<file path="config.mk">
export PLATFORM = sky130hd
export DESIGN_NAME = mtbl_ctrl
export DESIGN_NICKNAME = d
export VERILOG_FILES = /design/src/rtl/mtbl_pkg.sv /design/src/rtl/mtbl_ctrl.sv
export SDC_FILE = /design/constraint.sdc
export NUM_CORES = 1
export LEC_CHECK = 0
export BUFFER_PORTS_ARGS = -buffer_cell sky130_fd_sc_hd__buf_2
export CORE_AREA = 2 2 39 41
export DETAILED_ROUTE_END_ITERATION = 6
export DIE_AREA = 0 0 41 43
export GPL_ROUTABILITY_DRIVEN = 0
export PLACE_DENSITY = 0.51
export SLEW_MARGIN = 40
export SYNTH_ARGS = -nofsm -noshare
export SYNTH_HDL_FRONTEND = slang
export SYNTH_SLANG_ARGS = --single-unit
</file>
<file path="constraint.sdc">
create_clock -name aclk -period 1.3 [get_ports aclk]
set_clock_uncertainty 0.15 [all_clocks]
set_input_delay 0.13 -clock aclk [delete_from_list [all_inputs] [get_ports aclk]]
set_output_delay 0.13 -clock aclk [all_outputs]
set_load 0.01 [all_outputs]
</file>
<file path="src/rtl/mtbl_pkg.sv">
package mtbl_pkg;

    localparam int NUM_BUCKETS = 1024;

    localparam int BIT_W  = 5;
    localparam int WORD_W = 2 ** BIT_W;
    localparam int WORDS  = (NUM_BUCKETS + WORD_W - 1) / WORD_W;
    localparam int WIDX_W = (WORDS > 1) ? $clog2(WORDS) : 1;
    localparam int WCNT   = 2 ** WIDX_W;
    localparam int ADDR_W = WIDX_W + BIT_W;
    localparam int MEM_D  = 2 ** ADDR_W;

    localparam int FUNC_W   = 3;
    localparam int ID_W     = 10;
    localparam int VAL_W    = 16;
    localparam int STAT_W   = 2;
    localparam int S_DATA_W = 64;
    localparam int M_DATA_W = 32;

    localparam logic [FUNC_W-1:0] FN_TICK    = 3'd0;
    localparam logic [FUNC_W-1:0] FN_CREATE  = 3'd1;
    localparam logic [FUNC_W-1:0] FN_FETCH   = 3'd2;
    localparam logic [FUNC_W-1:0] FN_GIVE    = 3'd3;
    localparam logic [FUNC_W-1:0] FN_RELEASE = 3'd4;

    localparam logic [STAT_W-1:0] ST_OK     = 2'd0;
    localparam logic [STAT_W-1:0] ST_FULL   = 2'd1;
    localparam logic [STAT_W-1:0] ST_BLOCK  = 2'd2;
    localparam logic [STAT_W-1:0] ST_UNUSED = 2'd3;

    typedef struct packed {
        logic latch;
        logic rd;
        logic exec;
        logic tick_rd;
        logic tick_wr;
        logic out_load;
    } dp_cmd_t;

    typedef struct packed {
        logic in_tick;
        logic tick_last;
        logic out_free;
    } dp_stat_t;

endpackage

</file>
<file path="src/rtl/mtbl_ctrl.sv">
module mtbl_ctrl (
    input  logic               aclk,
    input  logic               aresetn,
    input  logic               s_tvalid,
    output logic               s_tready,
    input  mtbl_pkg::dp_stat_t stat,
    output mtbl_pkg::dp_cmd_t  cmd
);

    localparam logic [2:0] S_IDLE = 3'd0;
    localparam logic [2:0] S_READ = 3'd1;
    localparam logic [2:0] S_EXEC = 3'd2;
    localparam logic [2:0] S_TRD  = 3'd3;
    localparam logic [2:0] S_TWR  = 3'd4;
    localparam logic [2:0] S_RESP = 3'd5;

    logic [2:0] state_reg;
    logic [2:0] state_next;

    always_ff @(posedge aclk) begin
        if (!aresetn) begin
            state_reg <= S_IDLE;
        end else begin
            state_reg <= state_next;
        end
    end

    always_comb begin
        state_next = state_reg;
        cmd        = '0;
        s_tready   = 1'b0;
        case (state_reg)
            S_IDLE: begin
                s_tready = 1'b1;
                if (s_tvalid) begin
                    cmd.latch  = 1'b1;
                    state_next = stat.in_tick ? S_TRD : S_READ;
                end
            end
            S_READ: begin
                cmd.rd     = 1'b1;
                state_next = S_EXEC;
            end
            S_EXEC: begin
                cmd.exec   = 1'b1;
                state_next = S_RESP;
            end
            S_TRD: begin
                cmd.tick_rd = 1'b1;
                state_next  = S_TWR;
            end
            S_TWR: begin
                cmd.tick_wr = 1'b1;
                state_next  = stat.tick_last ? S_RESP : S_TRD;
            end
            S_RESP: begin
                if (stat.out_free) begin
                    cmd.out_load = 1'b1;
                    state_next   = S_IDLE;
                end
            end
            default: begin
                state_next = S_IDLE;
            end
        endcase
    end

endmodule

</file>
; ---- Word-level counts from Yosys, hierarchy flattened
; Index checks and enable logic that the tools add are counted.
; Widths: inputs -> output; s select.
[word_totals]
ff_bits = 3
input_bits = 6
output_inout_bits = 7
elab_cells = 24
[op_classes]
eq_ne = 7
n_mux = 14
reduce_logical = 2
[ops]
columns = op, n
row1 = $pmux 3 s6, 1
row2 = $mux 1, 9
row3 = $mux 3, 3
row4 = $eq 3x2->1 const B, 2
row5 = $eq 3x3->1 const B, 2
row6 = $ne 2x2->1 const B, 2
row7 = $eq 3x1->1 const B, 1
row8 = $logic_not 3->1, 1
row9 = $mux 2, 1
row10 = $reduce_and 2->1, 1

; ---- Depth between registers and ports, before layout
[logic_depth]
depth_word = 3
ltp_mapped = 3

; ---- Worst setup path before layout
; OpenSTA, ideal clock, no wires.
[synth_timing]
kind = register to output
from = register state_reg[2]
to = output port cmd[5] in the netlist's numbering
t_arrival_ns = 0.886
required_time_ns = 1.020
slack_ns = 0.134
path_stages_with_launch = 4
n_path_buf = 1
path_cell_list = dfxtp_1 > buf_4 > nor3_2 > and2_1
[synth_lines]
columns = element, line
row1 = start: declaration, mtbl_ctrl.sv:17  ; logic [2:0] state_reg;
row2 = start signal: assignment, mtbl_ctrl.sv:24  ; state_reg <= state_next;
row3 = end: declaration, mtbl_ctrl.sv:7  ; output mtbl_pkg::dp_cmd_t cmd

==> summary.txt <==
Site Rows: 14
final hold violations: 0
P per Cell Area: 1250 nW/µm²
via count: 243
mapped cell area: 243 µm²
P&R area growth vs syn: 56.2%
Final #Nets: 49
IO Port Bufs: 12
RSZ-0062 raised after global routing: yes
internal power: 321 µW
Leak Pwr: 0.000170 µW
worst hold path endpoint: state_reg[0]$_SDFFE_PN0P_
Total Wirelength: 580 µm
first drt pass iteration count: 2
area of the multi-input gates: 164 µm²
DIE AREA: 1760 µm²
DRT antenna net count: 0
post-DR vias/cell: 4.19
Combinational Power Share: 0.343
total track usage: 0.0913
Seq pwr share: 0.301
Post-DP HPWL: 357 µm
Critical Path Start Type: flop
# hold bufs at CTS: 0
total power: 473 µW
failing checks: setup timing
status: finished, violations left
most frequent cells in the layout: buf_2 (11), clkbuf_4 (3), dfxtp_4 (3)
clock network power share: 0.355
Setup TNS: -0.000926 ns
CP max FO: 6
DP Cell Count: 50
sw frac: 0.321
reg-to-reg endpoint: state_reg[0]$_SDFFE_PN0P_
Max transition margin: 0.855
Initial DRC Count: 4
TritonCTS buffer count: 3
# IOs: 13
Die Y-Extent: 43 µm
Fillers: 150
drt wl/cell: 10.0 µm
Ys Warns: 0
max-slew violation count: 0
CP Capture Type: output port
max reg flops: 3
HP Start: aresetn
Req. time, crit path: 1.02 ns
Final Non-Filler Cells: 58
gr ovfl total: 0
#FFs+latches synth: 3
Gate Count Post-Synth: 25
hold-critical path depth: 2
max cap viols: 0
largest net degree at the start of global routing: 12
Synth Net Count: 31
hold crit path type: input pin to flop
vias in the first global route: 205
worst vdd ir: 0.368 mV
clock transition at the registers of the reported paths: 0.04 ns
H-tree depth: 1
Sequential Area: 71.3 µm²
max frequency: 769 MHz
clk_lat worst skew: 0.24 ns
syn avg cell area: 9.71 µm²
DR top layer: met4
clock root buffer: clkbuf_4
CTS tree: done
P_sw: 152 µW
clk sinks: 3
fraction of layout instances using a drive strength above 1: 0.667
sequential area share after synthesis: 0.247
post-route worst setup slack: -0.000926 ns
metal3 WL: 42 µm
R2R Setup Slk: 0.12 ns
chip width: 41 µm
Clock Path Buffers: 2
antenna cell count: 0
Starting Density: 0.175
Final Util: 0.274
core area: 1380 µm²
WS Path Type: flop to output port
met2 routed WL: 269 µm
WL met1: 253 µm
period utilisation layout: 1.00
Residual DRC: 0
global-route wire length before repair: 938 µm
measured slew at the worst slew-check pin: 0.214 ns
crit path time final: 1.30 ns
Setup violations, final: 1
FF-to-FF Start: state_reg[0]$_SDFFE_PN0P_
cells on worst reg2reg path: 3
Yosys cell types: 18
Crit path arrival time: 1.02 ns
initial antenna violation count: 0
most common cell after layout, fill and taps aside: buf_2
-- worst max-delay path by stage --
stage	to	start	depth (start not counted)	slack (ns)
6_report	cmd[5]	state_reg[1]$_SDFFE_PN0P_	3	-0.0009
5_1_grt	cmd[5]	state_reg[2]$_SDFFE_PN0P_	3	-0.07
4_1_cts	cmd[5]	state_reg[0]$_SDFFE_PN0P_	3	-0.02
3_5_place_dp	state_reg[0]$_SDFFE_PN0P_	state_reg[0]$_SDFFE_PN0P_	2	0.11
3_3_place_gp	state_reg[0]$_SDFFE_PN0P_	state_reg[0]$_SDFFE_PN0P_	2	0.13
2_1_floorplan	cmd[5]	state_reg[2]$_SDFFE_PN0P_	3	0.13
-- metal layers --
metal	GRT usage	up-vias
met2	0.0906	10
met1	0.112	105
li1	-	126
met5	0	-
met4	0.120	0
met3	0.0471	2
-- cells by family (layout without fill, tap and decap cells) --
logic type             Yosys count  after routing  share of synthesized area
AOI/OAI and AO/OA                6              6                      0.232
buffers and inverters            3             20                      0.124
DFF                              3              3                      0.247
and+or+nand+nor                 13             13                      0.397
-- worst max-delay path, cell delays in order, from the launching register on --
cell and delay, ns:
dfxtp_4 0.36, nor3_4 0.17, and2_1 0.13, buf_2 0.12
-- power groups by stage --
| stage | Combinational [µW] | Clock, µW | Sequential, µW |
|---|---|---|---|
| 2_1_floorplan | 125 | 0 | 112 |
| 3_3_place_gp | 117 | 0 | 143 |
| 3_5_place_dp | 118 | 0 | 144 |
| 4_1_cts | 126 | 174 | 143 |
| 5_1_grt | 180 | 191 | 149 |
| 6_report | 162 | 168 | 142 |
-- cell usage after synthesis (all sizes together) --
cell type / number / area (µm²)
buf: 3 / 30.0
dfxtp: 3 / 60.1
nor3b: 3 / 22.5
and2: 2 / 12.5
nand2: 2 / 7.51
o21ai: 2 / 10.0
a211oi: 1 / 12.5
and3b: 1 / 10.0
nand2b: 1 / 6.26
nand3b: 1 / 7.51
nor2: 1 / 3.75
nor3: 1 / 10.0
nor4bb: 1 / 16.3
o2111a: 1 / 11.3
o21ba: 1 / 10.0
o31ai: 1 / 12.5
-- through the flow --
step                      worst slack, ns  hold slack [ns]  area (µm²)
after CTS                         -0.0158           0.0165         334
after floorplan                     0.134            0.132         243
final                           -0.000926           0.0236         379
after detailed placement            0.111            0.278         293
after global routing              -0.0693           0.0300         379
after global placement              0.126            0.274         293
-- repair_timing --
item                                    4_1_cts  5_1_grt
endpoints found under the setup margin        6        7
pin swaps                                     2        2
setup buffers                                 1        3
gates resized for setup                       6        8
-- area by class of cell --
class                   count  share of cell area
clock buffers               4              0.0693
flip-flops and latches      3               0.188
multi-input cells          19               0.432
well taps                  16              0.0528
repair buffers             16               0.257
(Power assumes the default switching activity.)
